**src/design/u8dec_pkg.sv**
```systemverilog
`default_nettype none

package u8dec_pkg;

    localparam int unsigned ByteWidth = 8;
    localparam int unsigned CodeWidth = 31;
    localparam int unsigned PendWidth = 3;
    localparam int unsigned LeadBitsWidth = 5;
    localparam int unsigned ContBits = 6;

    typedef enum logic [2:0] {
        ST_OK      = 3'd0,
        ST_STRAY   = 3'd1,
        ST_BADLEAD = 3'd2,
        ST_BADCONT = 3'd3,
        ST_TRUNC   = 3'd4
    } status_t;

    // What a lead byte of a multi-byte sequence sets up
    typedef struct packed {
        logic                     valid;
        logic [PendWidth-1:0]     more;
        logic [LeadBitsWidth-1:0] bits;
    } lead_info_t;

    function automatic lead_info_t decode_lead(input logic [ByteWidth-1:0] b);
        lead_info_t info;
        info.valid = 1'b1;
        info.more  = '0;
        info.bits  = '0;
        if (b[5] == 1'b0) begin
            info.more = 3'd1;
            info.bits = b[4:0];
        end else if (b[4] == 1'b0) begin
            info.more = 3'd2;
            info.bits = {1'b0, b[3:0]};
        end else if (b[3] == 1'b0) begin
            info.more = 3'd3;
            info.bits = {2'b0, b[2:0]};
        end else if (b[2] == 1'b0) begin
            info.more = 3'd4;
            info.bits = {3'b0, b[1:0]};
        end else if (b[1] == 1'b0) begin
            info.more = 3'd5;
            info.bits = {4'b0, b[0]};
        end else begin
            info.valid = 1'b0;
        end
        return info;
    endfunction

endpackage

`default_nettype wire

```
**src/design/utf8_byte_stream_decoder_unit.sv**
```systemverilog
// A result is registered and appears on the m_ side in the cycle after the byte that completes it.
// Throughput: one byte per cycle while s_ready is high; the decode state updates on each
// accepted byte, the result register only on bytes that emit a word, and a held result
// does not stop the next byte while m_ready is high.
// Reset: synchronous, active low; clears the decode state, the drop flag and m_valid.
`default_nettype none

module utf8_byte_stream_decoder_unit
    import u8dec_pkg::*;
(
    input  wire logic                 aclk,
    input  wire logic                 aresetn,
    input  wire logic                 s_valid,
    output logic                      s_ready,
    input  wire logic [ByteWidth-1:0] s_data_byte,
    input  wire logic                 s_last_byte,
    output logic                      m_valid,
    input  wire logic                 m_ready,
    output logic [CodeWidth-1:0]      m_code_point,
    output logic [2:0]                m_status,
    output logic                      m_text_end
);

    logic [PendWidth-1:0] pending_reg, pending_next;
    logic [CodeWidth-1:0] partial_reg, partial_next;
    logic                 halted_reg, halted_next;

    logic                 m_valid_reg;
    logic [CodeWidth-1:0] code_reg;
    status_t              status_reg;
    logic                 end_reg;

    logic                 accept;
    logic                 emit;
    logic [CodeWidth-1:0] emit_code;
    status_t              emit_status;
    lead_info_t           lead;
    logic [CodeWidth-1:0] shifted;
    logic [PendWidth-1:0] pending_dec;

    assign s_ready = !m_valid_reg || m_ready;
    assign accept  = s_valid && s_ready;

    assign lead        = decode_lead(s_data_byte);
    assign shifted     = {partial_reg[CodeWidth-ContBits-1:0], s_data_byte[ContBits-1:0]};
    assign pending_dec = pending_reg - 3'd1;

    always_comb begin
        pending_next = pending_reg;
        partial_next = partial_reg;
        halted_next  = halted_reg;
        emit         = 1'b0;
        emit_code    = '0;
        emit_status  = ST_OK;
        if (accept) begin
            if (halted_reg) begin
                // drop until the end of the text
                if (s_last_byte) begin
                    halted_next = 1'b0;
                end
            end else if (pending_reg == '0) begin
                if (s_data_byte[7] == 1'b0) begin
                    emit      = 1'b1;
                    emit_code = {{(CodeWidth-ByteWidth){1'b0}}, s_data_byte};
                end else if (s_data_byte[6] == 1'b0) begin
                    emit        = 1'b1;
                    emit_status = ST_STRAY;
                end else if (!lead.valid) begin
                    emit        = 1'b1;
                    emit_status = ST_BADLEAD;
                end else if (s_last_byte) begin
                    emit        = 1'b1;
                    emit_status = ST_TRUNC;
                end else begin
                    pending_next = lead.more;
                    partial_next = {{(CodeWidth-LeadBitsWidth){1'b0}}, lead.bits};
                end
            end else if (s_data_byte[7:6] != 2'b10) begin
                emit        = 1'b1;
                emit_status = ST_BADCONT;
            end else if (pending_dec == '0) begin
                emit         = 1'b1;
                emit_code    = shifted;
                pending_next = '0;
                partial_next = '0;
            end else if (s_last_byte) begin
                emit        = 1'b1;
                emit_status = ST_TRUNC;
            end else begin
                pending_next = pending_dec;
                partial_next = shifted;
            end
            // any error clears the state and drops the rest of the text
            if (emit && emit_status != ST_OK) begin
                pending_next = '0;
                partial_next = '0;
                halted_next  = !s_last_byte;
            end
        end
    end

    always_ff @(posedge aclk) begin
        if (!aresetn) begin
            pending_reg <= '0;
            partial_reg <= '0;
            halted_reg  <= 1'b0;
            m_valid_reg <= 1'b0;
        end else begin
            pending_reg <= pending_next;
            partial_reg <= partial_next;
            halted_reg  <= halted_next;
            if (accept && emit) begin
                m_valid_reg <= 1'b1;
            end else if (m_ready) begin
                m_valid_reg <= 1'b0;
            end
        end
    end

    always_ff @(posedge aclk) begin
        if (accept && emit) begin
            code_reg   <= emit_code;
            status_reg <= emit_status;
            end_reg    <= s_last_byte;
        end
    end

    assign m_valid      = m_valid_reg;
    assign m_code_point = code_reg;
    assign m_status     = status_reg;
    assign m_text_end   = end_reg;

    a_err_zero_code: assert property (@(posedge aclk) disable iff (!aresetn)
        m_valid_reg && status_reg != ST_OK |-> code_reg == '0)
        else $error("error word carries a nonzero code point");

    a_halt_clean: assert property (@(posedge aclk) disable iff (!aresetn)
        halted_reg |-> pending_reg == '0 && partial_reg == '0)
        else $error("drop mode entered with sequence state left over");

    a_ascii_pass: assert property (@(posedge aclk) disable iff (!aresetn)
        accept && !halted_reg && pending_reg == '0 && s_data_byte[7] == 1'b0
        |=> m_valid_reg && status_reg == ST_OK
            && code_reg == {{(CodeWidth-ByteWidth){1'b0}}, $past(s_data_byte)})
        else $error("single-byte character not passed through");

    a_trunc_at_end: assert property (@(posedge aclk) disable iff (!aresetn)
        m_valid_reg && status_reg == ST_TRUNC |-> end_reg)
        else $error("truncation reported away from end of text");

    a_pending_range: assert property (@(posedge aclk) disable iff (!aresetn)
        pending_reg != 3'd6 && pending_reg != 3'd7)
        else $error("continuation count out of range");

endmodule

`default_nettype wire
```
**config.mk**
```make
export PLATFORM = sky130hd
export DESIGN_NAME = utf8_byte_stream_decoder_unit
export DESIGN_NICKNAME = d
export VERILOG_FILES = /design/src/design/u8dec_pkg.sv /design/src/design/utf8_byte_stream_decoder_unit.sv
export SDC_FILE = /design/constraint.sdc
export NUM_CORES = 1
export LEC_CHECK = 0
export BUFFER_PORTS_ARGS = -buffer_cell sky130_fd_sc_hd__buf_4
export CAP_MARGIN = 5
export CORE_MARGIN = 5
export CORE_UTILIZATION = 30
export DETAILED_ROUTE_END_ITERATION = 6
export RECOVER_POWER = 50
export SETUP_SLACK_MARGIN = 0.5
export SYNTH_ARGS = -nofsm -noshare
export SYNTH_HDL_FRONTEND = slang
export SYNTH_SLANG_ARGS = --single-unit
```
**constraint.sdc**
```tcl
create_clock -name aclk -period 7 [get_ports aclk]
set_input_delay 0.35 -clock aclk [delete_from_list [all_inputs] [get_ports aclk]]
set_output_delay 0.35 -clock aclk [all_outputs]
set_load 0.02 [all_outputs]
```
==> qor.yml <==
critical_path:
  path_class: "flip-flop to flip-flop"
  cp-end-kind: "flip-flop"
  cp.required_ns: 7.22
  crit_path_frequent_cell: "ha_1"
  cp_cell_sequence: "inv_1, ha_1, ha_1, a21o_1, or3_1, and3b_1, clkbuf_1, a21oi_1, nand3_1, o21ai_0"
  path_max_fanout: 37
  worstPathArrival_ns: 3.76
  startpoint_type: "flip-flop"
  reg2reg_setup_slack_ns: 3.46
  crit_slowest_cell: "clkbuf_1"
  rr_endpoint: "pending_reg[1]"
  slowest_delay_ns: 1.40
  r2r_cells: 10
  r2r-start: "pending_reg[0]"
route:
  drt_iter0_drc: 145
  drc_errors: 0
  wl_um: 5611
  final_antenna_net_count: 0
  vias: 2033
  dr.pass1.iters: 4
  routedWlPerCell_um: 13.26
  vias_per_cell: 4.806
global_route:
  grt_usage_pct: 10.64
  antenna_found_initial: 0
  grt-ovfl-total: 0
  grt_pass1_wl_um: 9625
  grt_pass1_vias: 2037
  grt_max_degree: 53
yosys:
  ys_types: 36
  ys_warn_count: 0
  synth_top_cell_area_share_pct: 38.22
  synth_common_cells: "nand2_1, edfxtp_1, dfxtp_1"
  synth_cells: 261
  synth-seq-area-share_pct: 60.05
  synthFlopType: "edfxtp_1"
  synth_top_cell_by_area: "edfxtp_1"
  synth_fp_nets: 278
  synth_edf_count: 35
  synth_seq_cells: 65
  async_reset_ff_share_pct: 0
  syn_avg_cell_area_um2: 10.54
  ys_top_cells_by_area: "edfxtp_1, dfxtp_1, nand2_1"
  synth_most_common_cell: "nand2_1"
  syn_area_um2: 2750
timing:
  timing.final.crit_share_pct: 50.62
  setup_ws_ns: 3.456
  max_freq_mhz: 282.2
  worstMarginPinSlew_ns: 1.958
  hold_viol: 0
  slew_viol_final: 38
  timing.hold.ws_ns: 0.2851
  finClkSkew_ns: 0.01478
  fin_crit_ns: 3.544
  setup_violations: 0
  tns_ns: 0
  rsz0062_at_grt: "no"
  relSlewSlack_pct: -30.52
layout:
  drive_above_1_share_pct: 11.54
  post-route-util_pct: 35.62
  synthToLayoutAreaGrowth_pct: 17.97
  nets: 324
  largest_register_ffs: 31
  fin_area_um2: 3244
  insertedDiodeCount: 0
  fin_cells: 423
job:
  maxCapViolations: 1
cts:
  cts_sinks: 65
  clkTransAtPathRegs_ns: 0.08
  root_buffer: "clkbuf_8"
  cts_tree: "done"
  cts_hold_buf: 0
  insertion_delay_ns: 0.35
  cts_buffers: 9
  cts_resized: 0
  cts_htree_levels: 3
  cts_max_path_buffers: 2
  cts_setup_buffers: 0
min_path:
  hold_class: "primary input to flip-flop"
  hold_path_end: "halted_reg"
  hold_depth: 4
  hp-start: "s_valid"
floorplan:
  design.die.area_um2: 11180
  chipWidth_um: 105.7
  core_um2: 9109
  die_h_um: 105.7
  num_rows: 35
  initial_core_util_pct: 30.19
  pin_count: 50
pwr:
  powerDensity_nw_per_um2: 291.6
  peakVddDrop_mv: 0.08381
  total_power_uw: 946.0
  p_leak_nw: 1.110
place:
  routabilityCongestion: 0.8261
  placed_cell_area_um2: 3173
  dp_cells: 407
  portBuffers: 49
  dpl.hpwl_um: 3827
  pre_cts_ws_ns: 4.197
run_status:
  status: "finished, violations left"
  violations: "max-capacitance violations, max-slew violations"
## final cells by class
class | count | area [µm²]
Inverter | 6 | 22.52
Fill cell | 946 | 5864
Clock inverter | 7 | 93.84
Clock buffer | 9 | 123.9
Tap cell | 111 | 138.9
Sequential cell | 65 | 1652
Multi-Input combinational cell | 174 | 977.2
Timing Repair Buffer | 51 | 236.5
## worst max-delay path, delay by kind of cell, from the launching register on
family,cells,cell delay [ns]
buffers and inverters,2,1.46
adder cells (fa/ha/maj),2,0.56
flip-flops,1,0.39
AND/OR/NAND/NOR,3,0.49
AO/OA/AOI/OAI,3,0.52
## per-layer routing
layer	track usage (%)	share of wire, %
met5	0	0
met4	5.273	1.8
met3	2.511	4.7
met2	17.44	48
met1	13.10	46
## where the power goes
| part | switching [mW] | total, mW | internal, mW |
|---|---|---|---|
| sequential | 0.00956 | 0.443 | 0.434 |
| combinational | 0.113 | 0.154 | 0.0413 |
| clock | 0.148 | 0.349 | 0.200 |
| total | 0.271 | 0.946 | 0.675 |
## kinds of logic (layout without fill, tap and decap cells)
family                     Yosys count  in the layout  synth area share (%)
adders and majority gates            4              4                 1.820
buffers and inverters               22             73                 4.595
AOI/OAI and AO/OA                   49             49                 11.87
and+or+nand+nor                    121            121                 21.66
DFF                                 65             65                 60.05
## placed cells by master, fill, tap and decap left out, types with 2 or more instances in the layout
cell type	synthesis	routed
a21oi_1	6	6
nand2_1	52	52
dfxtp_1	30	30
and2_1	29	25
clkbuf_1	8	39
a31oi_1	2	2
a21o_1	3	3
o22ai_1	24	24
buf_4	1	12
and2_0	0	4
o22ai_2	2	2
ha_1	4	4
inv_1	6	6
clkbuf_8	0	9
nor2_1	12	12
nand4_1	3	3
or3_1	2	2
nand3b_1	2	2
o21ai_0	4	4
nand3_1	13	13
edfxtp_1	35	35
bufinv_16	0	2
## how the worst max path moves through the flow
stage / slack [ns] / depth (start not counted) / end / from
6_report: 3.46 / 10 / pending_reg[1] / pending_reg[0]
5_1_grt: 2.97 / 10 / pending_reg[1] / pending_reg[0]
4_1_cts: 4.14 / 11 / partial_reg[1] / pending_reg[0]
3_5_place_dp: 4.20 / 11 / partial_reg[1] / pending_reg[0]
3_3_place_gp: 4.34 / 11 / partial_reg[1] / pending_reg[0]
2_1_floorplan: 4.10 / 11 / partial_reg[5] / pending_reg[0]
No activity file was read; power rests on OpenSTA's default activity.
